**config.mk**
```make
export PLATFORM = sky130hd
export DESIGN_NAME = double_ended_queue
export DESIGN_NICKNAME = d
export VERILOG_FILES = /design/src/dq_pkg.sv /design/src/dq_cell.sv /design/src/double_ended_queue.sv
export SDC_FILE = /design/constraint.sdc
export NUM_CORES = 1
export LEC_CHECK = 0
export BUFFER_PORTS_ARGS = -buffer_cell sky130_fd_sc_hd__buf_2
export CAP_MARGIN = 20
export CORE_MARGIN = 2
export CORE_UTILIZATION = 35
export DETAILED_ROUTE_END_ITERATION = 12
export SLEW_MARGIN = 20
export SYNTH_ARGS = -nofsm -noshare
export SYNTH_HDL_FRONTEND = slang
export SYNTH_SLANG_ARGS = --single-unit
```
**constraint.sdc**
```tcl
create_clock -name clk -period 4.21 [get_ports clk]
set_input_delay 0.2105 -clock clk [delete_from_list [all_inputs] [get_ports clk]]
set_output_delay 0.2105 -clock clk [all_outputs]
set_load 0.01 [all_outputs]
```
**src/dq_pkg.sv**
```systemverilog
`timescale 1ns / 1ps
`default_nettype none

package dq_pkg;

    localparam int DEPTH     = 16;
    localparam int DATA_W    = 32;
    localparam int MODE_W    = 3;
    localparam int WORD_W    = 32;
    localparam int ENTRIES_W = 5;

    typedef enum logic [MODE_W-1:0] {
        MODE_PUSH_BACK  = 3'd0,
        MODE_PUSH_FRONT = 3'd1,
        MODE_POP_BACK   = 3'd2,
        MODE_POP_FRONT  = 3'd3,
        MODE_CLEAR      = 3'd4
    } mode_t;

    typedef struct packed {
        logic [MODE_W-1:0] mode;
        logic [WORD_W-1:0] data_in;
    } op_t;

    typedef struct packed {
        logic [WORD_W-1:0]    front_word;
        logic [WORD_W-1:0]    back_word;
        logic [ENTRIES_W-1:0] entries;
        logic                 is_empty;
        logic                 op_error;
    } res_t;

    // Per-cycle commands broadcast along the row of cells
    typedef struct packed {
        logic shift_in;   // every word moves one cell away from the head
        logic shift_out;  // every word moves one cell towards the head
        logic load_back;  // cell after the back marker takes the new word
        logic mark_home;  // back marker returns to the head cell
        logic mark_fwd;   // back marker moves away from the head
        logic mark_back;  // back marker moves towards the head
    } cell_ctl_t;

endpackage

`default_nettype wire

```
**src/dq_cell.sv**
```systemverilog
`timescale 1ns / 1ps
`default_nettype none

module dq_cell #(
    parameter int DATA_W = dq_pkg::DATA_W
) (
    input  wire logic              clk,
    input  wire logic              rst_n,
    input  wire dq_pkg::cell_ctl_t ctl,
    input  wire logic              head,
    input  wire logic [DATA_W-1:0] din,
    input  wire logic [DATA_W-1:0] prev_word,
    input  wire logic              prev_mark,
    input  wire logic [DATA_W-1:0] next_word,
    input  wire logic              next_mark,
    output logic      [DATA_W-1:0] word,
    output logic                   mark
);

    logic [DATA_W-1:0] word_reg;
    logic [DATA_W-1:0] word_next;
    logic              mark_reg;
    logic              mark_next;

    always_comb
    begin
        if (ctl.shift_in)
        begin
            word_next = prev_word;
        end
        else if (ctl.shift_out)
        begin
            word_next = next_word;
        end
        else if (ctl.load_back && prev_mark)
        begin
            word_next = din;
        end
        else
        begin
            word_next = word_reg;
        end
    end

    always_comb
    begin
        if (ctl.mark_home)
        begin
            mark_next = head;
        end
        else if (ctl.mark_fwd)
        begin
            mark_next = prev_mark;
        end
        else if (ctl.mark_back)
        begin
            mark_next = next_mark;
        end
        else
        begin
            mark_next = mark_reg;
        end
    end

    always_ff @(posedge clk)
    begin
        word_reg <= word_next;
    end

    always_ff @(posedge clk or negedge rst_n)
    begin
        if (!rst_n)
        begin
            mark_reg <= head;
        end
        else
        begin
            mark_reg <= mark_next;
        end
    end

    assign word = word_reg;
    assign mark = mark_reg;

endmodule

`default_nettype wire

```
**src/double_ended_queue.sv**
```systemverilog
`timescale 1ns / 1ps
`default_nettype none

// Bounded double-ended queue of DEPTH words. One operation (push back, push front,
// pop back, pop front, clear) is taken per clock; busy is never raised, so start
// may be held high every cycle. The result appears with done one cycle after the
// item is taken and stays for that one cycle only: the receiver must take it then.
// Words sit in a row of cells with the front always in the head cell; push front
// and pop front shift the whole row by one cell, push back writes the cell after
// a one-hot back marker that walks along the row. Back word is picked out of the
// marked cell. Push on full or pop on empty leaves the store as it is and sets
// op_error; front_word and back_word read zero while the queue is empty.
module double_ended_queue #(
    parameter int DEPTH  = dq_pkg::DEPTH,
    parameter int DATA_W = dq_pkg::DATA_W
) (
    input  wire logic        clk,
    input  wire logic        rst_n,
    input  wire logic        start,
    input  wire dq_pkg::op_t op,
    output logic             busy,
    output logic             done,
    output dq_pkg::res_t     res
);

    localparam int CNT_W = $clog2(DEPTH + 1);

    logic [CNT_W-1:0]  cnt_reg;
    logic [CNT_W-1:0]  cnt_next;
    logic              done_reg;
    logic              err_reg;
    logic              err_next;

    logic              accept;
    logic              empty;
    logic              full;
    logic              push_front;
    logic              push_back;
    logic              pop_front;
    logic              pop_back;
    logic              clear;
    logic [DATA_W-1:0] din;

    dq_pkg::cell_ctl_t ctl;

    logic [DATA_W-1:0] words [DEPTH];
    logic [DEPTH-1:0]  marks;
    logic [DATA_W-1:0] back_sel;

    assign accept = start && !busy;
    assign busy   = 1'b0;
    assign empty  = (cnt_reg == '0);
    assign full   = (cnt_reg == CNT_W'(DEPTH));
    assign din    = DATA_W'(op.data_in);

    always_comb
    begin
        push_front = 1'b0;
        push_back  = 1'b0;
        pop_front  = 1'b0;
        pop_back   = 1'b0;
        clear      = 1'b0;
        err_next   = 1'b0;
        if (accept)
        begin
            case (op.mode)
                dq_pkg::MODE_PUSH_BACK:
                begin
                    push_back = !full;
                    err_next  = full;
                end
                dq_pkg::MODE_PUSH_FRONT:
                begin
                    push_front = !full;
                    err_next   = full;
                end
                dq_pkg::MODE_POP_BACK:
                begin
                    pop_back = !empty;
                    err_next = empty;
                end
                dq_pkg::MODE_POP_FRONT:
                begin
                    pop_front = !empty;
                    err_next  = empty;
                end
                dq_pkg::MODE_CLEAR:
                begin
                    clear = 1'b1;
                end
                default:
                begin
                    err_next = 1'b0;
                end
            endcase
        end
    end

    // A push into an empty queue behaves as a push at the front.
    always_comb
    begin
        ctl.shift_in  = push_front || (push_back && empty);
        ctl.shift_out = pop_front;
        ctl.load_back = push_back && !empty;
        ctl.mark_home = clear || ((push_front || push_back) && empty);
        ctl.mark_fwd  = (push_front || push_back) && !empty;
        ctl.mark_back = (pop_front || pop_back) && (cnt_reg > CNT_W'(1));
    end

    always_comb
    begin
        if (clear)
        begin
            cnt_next = '0;
        end
        else if (push_front || push_back)
        begin
            cnt_next = cnt_reg + CNT_W'(1);
        end
        else if (pop_front || pop_back)
        begin
            cnt_next = cnt_reg - CNT_W'(1);
        end
        else
        begin
            cnt_next = cnt_reg;
        end
    end

    for (genvar i = 0; i < DEPTH; i++)
    begin : g_cell
        logic [DATA_W-1:0] prev_word;
        logic              prev_mark;
        logic [DATA_W-1:0] next_word;
        logic              next_mark;

        if (i == 0)
        begin : g_head
            assign prev_word = din;
            assign prev_mark = 1'b0;
        end
        else
        begin : g_body
            assign prev_word = words[i-1];
            assign prev_mark = marks[i-1];
        end

        // Last cell refills with its own word; that slot is beyond the count anyway.
        if (i == DEPTH - 1)
        begin : g_tail
            assign next_word = words[i];
            assign next_mark = 1'b0;
        end
        else
        begin : g_mid
            assign next_word = words[i+1];
            assign next_mark = marks[i+1];
        end

        dq_cell #(
            .DATA_W (DATA_W)
        ) u_cell (
            .clk       (clk),
            .rst_n     (rst_n),
            .ctl       (ctl),
            .head      ((i == 0) ? 1'b1 : 1'b0),
            .din       (din),
            .prev_word (prev_word),
            .prev_mark (prev_mark),
            .next_word (next_word),
            .next_mark (next_mark),
            .word      (words[i]),
            .mark      (marks[i])
        );
    end

    always_comb
    begin
        back_sel = '0;
        for (int i = 0; i < DEPTH; i++)
        begin
            back_sel = back_sel | (marks[i] ? words[i] : '0);
        end
    end

    always_ff @(posedge clk or negedge rst_n)
    begin
        if (!rst_n)
        begin
            cnt_reg  <= '0;
            done_reg <= 1'b0;
            err_reg  <= 1'b0;
        end
        else
        begin
            cnt_reg  <= cnt_next;
            done_reg <= accept;
            err_reg  <= err_next;
        end
    end

    assign done           = done_reg;
    assign res.front_word = empty ? '0 : dq_pkg::WORD_W'(words[0]);
    assign res.back_word  = empty ? '0 : dq_pkg::WORD_W'(back_sel);
    assign res.entries    = dq_pkg::ENTRIES_W'(cnt_reg);
    assign res.is_empty   = empty;
    assign res.op_error   = err_reg;

    a_mark_onehot: assert property (@(posedge clk) disable iff (!rst_n)
        $onehot(marks))
        else $error("back marker not one-hot");

    a_count_bound: assert property (@(posedge clk) disable iff (!rst_n)
        cnt_reg <= CNT_W'(DEPTH))
        else $error("count beyond depth");

    a_err_no_change: assert property (@(posedge clk) disable iff (!rst_n)
        done_reg && err_reg |-> cnt_reg == $past(cnt_reg))
        else $error("rejected item changed the count");

    a_clear_empties: assert property (@(posedge clk) disable iff (!rst_n)
        accept && op.mode == dq_pkg::MODE_CLEAR |=> empty && !err_reg && marks[0])
        else $error("clear did not empty the queue");

endmodule

`default_nettype wire
```
Word-level counts from Yosys, hierarchy flattened
Index checks and enable logic that the tools add are counted.

word-level totals
  flip-flop bits (word level) = 535
  bits of input ports = 38
  output and inout bits = 73
  logic and storage cells = 236

operators by class
  $add $sub $neg = 2
  magnitude comparators = 1
  equality and inequality tests = 6
  muxes and demuxes = 128
  bitwise operators = 15
  reduce and logical (&&, ||, !) cells = 49

operators by type and width
  cell                                                                   number
  32-bit 2-to-1 mux                                                      65
  32-bit OR                                                              15
  1-bit 2-to-1 mux                                                       59
  3-bit nonzero test                                                     16
  1-bit logical AND                                                      20
  5-bit 2-to-1 mux                                                       3
  3-bit by 2-bit == test with 1-bit output (second input constant)       2
  5-bit by 1-bit adder with 5-bit output (second input constant)         1
  5-bit == test (second input constant)                                  1
  5-bit by 1-bit > comparator with 1-bit output (second input constant)  1
  5-bit zero test                                                        1
  5-bit by 1-bit subtractor with 5-bit output (second input constant)    1
  1-bit logical OR                                                       4
  2-bit nonzero test                                                     2
  2-bit OR reduction                                                     2
  3-bit by 1-bit == test with 1-bit output (second input constant)       1
  3-bit == test (second input constant)                                  1
  3-bit zero test                                                        1
  1-bit zero test                                                        2
  2-bit by 1-bit != test with 1-bit output (second input constant)       1
  1-bit case mux with 2 select lines                                     1
  2-bit AND reduction                                                    1

Logic depth before layout (Yosys ltp)
  depth in word-level cells = 17
  gate-level depth with buffers = 10
  depth with buffers taken out = 7

Worst setup path after synthesis
No wires, ideal clock.

  kind = reg2reg
  start point = reg cnt_reg[0]
  end point = reg g_cell[10].u_cell.word_reg[0] (enable)
  setup time = 0.388 ns
  arrival = 3.139 ns
  data required time = 3.822 ns
  setup slack = 0.683 ns
  stages on the path, launching flop included = 10
  buffers on the path = 3
  clock period less this slack = 3.527 ns
  cell sequence = dfrtp_1 > inv_1 > ha_1 > or3b_1 > clkbuf_1 > a211o_1 > buf_2 > nand2_1 > buf_2 > a21o_1

between the ends
  cells in the longest elaborated chain, start to end = 7
  elaborated cells between the ends (all ways) = 15
  classes of those cells = 1 x eq/ne; 6 x mux; 8 x reduce/logical

ends and longest elaborated chain
  what                                                   RTL line                                              text
  start, declared                                        double_ended_queue.sv:28                              logic [CNT_W-1:0] cnt_reg;
  start signal, assigned                                 double_ended_queue.sv:196                             cnt_reg <= cnt_next;
  5-bit == test                                          double_ended_queue.sv:53                              assign full = (cnt_reg == CNT_W'(DEPTH));
  1-bit zero test                                        double_ended_queue.sv:69, double_ended_queue.sv:74
  1-bit 2-to-1 mux                                       double_ended_queue.sv:66                              case (op.mode)
  1-bit 2-to-1 mux                                       double_ended_queue.sv:64                              if (accept)
  1-bit logical AND (on tied branches)                   double_ended_queue.sv:102, double_ended_queue.sv:104
  1-bit logical OR or 1-bit logical AND (tied branches)  double_ended_queue.sv:102, dq_cell.sv:35
  3-bit nonzero test (no line) (*)                       -
  end signal, assigned                                   dq_cell.sv:67                                         word_reg <= word_next;
  end, declared                                          dq_cell.sv:20                                         logic [DATA_W-1:0] word_reg;

Every way passes the cells marked *; elsewhere a longest branch is shown, timed or not.
A chain may end at the register's enable or synchronous reset.

==> reports/qor.txt <==
Post-Synthesis Cells = 2,350
Total GRT Usage = 22.5%
Post-synthesis simple-gate area fraction = 12.8%
Max_slew headroom = 23.4%
Compound-Gate Fraction of Synth Area = 21.3%
Num CTS Buffers = 56
Initial Util = 35.5%
Reg-to-reg startpoint = cnt_reg[1]$_DFFE_PN0P_
Post-DP HPWL = 52,500 um
Antenna violations before repair = 0
Clk slew on worst S/H paths = 0.07 ns
Crit path capture type = primary output
Syn_nets = 2,391
Worst Hold Launch = op[34]
Synth Area in XOR/XNOR = 0.0673%
Area share of the largest cell type after synthesis = 59.1%
Area of the core = 73,300 sq um
Largest family of logic cells by synthesized area = compound AO/OA/AOI/OAI gates
Setup TNS = 0 ns
Hold_buf cts = 36
Worst-path fanout max = 36
Slew @ Worst Pin = 1.15 ns
Standard-cell rows = 99
Drc violations = 0
Placer Congestion = 0.860
R2R depth = 8
Largest register FFs = 512
Post-synthesis mux area share = 0.538%
IO Port Bufs = 109
WL/cell = 26.5 um
Worst skew pair latency = 0.63 ns
Largest area contributor in the synthesized netlist = edfxtp_1
Yosys cell types = 47
Starting DRC count in detailed routing = 3,003
Lkg Pwr = 9.87 nW
Post-CTS sizing = 0
Final setup viols = 0
Avg Cell Area, Syn = 11.1 sq um
WL final = 89,700 um
DRT antenna net count = 0
Maximum level of the CTS H-tree = 2
Drt pass-1 iters = 6
Hold WS = 0.0963 ns
Cell Pwr Density = 489 nW/um^2
Final slew viol count = 0
Remaining Overflow, GRT = 0
Maximum vdd drop = 294 uV
CP Data Arrival Time = 3.38 ns
Postcts setup bufs = 0
CTS max path bufs = 3
Unrepaired setup endpoints after global routing = false
Die ar. = 76,600 sq um
CTS tree = done
Final Hold Viols = 0
Achievable frequency = 278 MHz
# IOs = 111
YS warnings = 0
Routed via count = 21,600
Run status = completed
First-pass GRT wire length = 133,000 um
Area delta synth->final = 14.0%
R2R Setup Slk = 0.82 ns
Via density = 6.38
WP data required = 4.00 ns
Fillers = 6,947
Critical Path Sink = res[29]
Layout cells sized above 1 = 13.2%
Layout Nets = 2,416
Register area share after synthesis = 61.3%
Seq cells post-synth = 535
Crit Path Class = register to primary output
Clock sink total = 535
Reg-to-Reg End = g_cell[3].u_cell.word[12]$_DFFE_PP_
Top post-synthesis cells by area = edfxtp_1 (59%), o22ai_1 (11%), nor2_1 (6.5%), a221oi_1 (3.2%), a22o_1 (3.2%)
Final min period = 3.59 ns
Vias in the first global route = 20,500
Crit start category = register
HP Class = input pin to register
CP startpoint = cnt_reg[1]$_DFFE_PN0P_
Tcrit/Tclk final = 85.4%
Max-cap check violation count = 0
Die height = 277 um
Root buf cell = clkbuf_16
Adder-Cell Fraction of Synth Area = 0.144%
Die Wd = 277 um
Mapped Area = 26,000 sq um
Pin count of the biggest net entering global routing = 208
Clock skew = 0.0286 ns
synth_stat cells (all sizes together):
master,count
a211o,1
a211oi,2
a21o,16
a21oi,5
a221oi,96
a22o,96
a22oi,64
a2bb2oi,1
a311o,1
a31oi,32
a32o,2
and2,33
and3,32
and3b,1
and4bb,1
buf,94
clkbuf,141
conb,1
dfrtp,22
dfstp,1
edfxtp,512
ha,3
inv,5
mux2i,14
nand2,199
nand2b,2
nand3,3
nand3b,1
nor2,451
nor3,41
nor3b,2
nor4bb,1
o21a,1
o21ai,1
o21bai,1
o22ai,449
o2bb2ai,14
o311ai,1
or3,2
or3b,2
or4b,1
xnor2,2
worst min path at each step:
stage,to,slack (ns),cells past startpoint
5_1_grt,g_cell[15].u_cell.mark$_DFFE_PN0P_,0.09,3
3_3_place_gp,cnt_reg[3]$_DFFE_PN0P_,0.23,1
4_1_cts,g_cell[15].u_cell.mark$_DFFE_PN0P_,0.05,3
3_5_place_dp,cnt_reg[2]$_DFFE_PN0P_,0.23,1
2_1_floorplan,cnt_reg[0]$_DFFE_PN0P_,-0.09,0
6_report,g_cell[15].u_cell.mark$_DFFE_PN0P_,0.1,3
layout by cell type (no fill, tap or decap), types with 15 or more instances in the layout:
cell type,instances
edfxtp_1,512
nor2_1,451
o22ai_1,449
nand2_1,197
buf_2,109
a22o_1,96
a221oi_1,96
a22oi_1,64
clkbuf_16,57
buf_4,41
dlygate4sd3_1,36
and2_1,33
and3_1,32
a31oi_1,32
nor3_2,31
clkinv_2,15
dfrtp_2,15
buf_12,15
layer usage:
layer  up-vias  wire length, um  track usage, %
met5         -                0               0
met4         0             3200            7.66
met3       236             9880            4.92
met2      1477            41000            35.5
met1     10600            35600            30.7
li1       9272                -               -
through the flow:
stage | cells | setup WS [ns] | util, % | instance area, sq um | power [W]
4_1_cts | 3381 | 0.663 | 40.4 | 29600 | 0.0145
5_1_grt | 3381 | 0.521 | 40.4 | 29700 | 0.0150
3_5_place_dp | 3240 | 0.798 | 37.5 | 27500 | 0.00960
3_3_place_gp | 3240 | 0.788 | 37.5 | 27500 | 0.00952
6_report | 3383 | 0.615 | 40.4 | 29700 | 0.0145
2_1_floorplan | 2350 | 0.683 | - | 26000 | 0.00845
report_power, final:
group	internal [W]	leakage, nW	switching (W)
Clock	0.00279	0.891	0.00215
Combinational	0.000858	4.01	0.00164
Sequential	0.00654	4.97	0.000514
critical path, cell delays in order, from the launching register on:
cell and delay (ns):
dfrtp_1 0.45, inv_1 0.12, ha_1 0.23, or4b_2 0.68, inv_2 0.10, buf_4 0.65
a31oi_1 0.29, buf_2 0.23
area by class of cell:
class | instances | area [sq um] | share of cell area (%)
multi-input combinational | 1575 | 9150 | 30.8
timing repair buffer | 202 | 1530 | 5.14
antenna | 2 | 5.00 | 0.0169
clock inverter | 36 | 280 | 0.945
clock buffer | 69 | 1510 | 5.10
sequential | 535 | 16000 | 53.9
tap | 959 | 1200 | 4.05
inverter | 5 | 18.8 | 0.0633
kinds of logic after synthesis:
family / Yosys count
AOI/OAI and AO/OA: 783
and+or+nand+nor: 772
DFF: 535
buffers and inverters: 240
muxes: 14
adders and majority gates: 3
xor gates and xnor gates: 2
other: 1
Power figures use the tool's default switching activity.
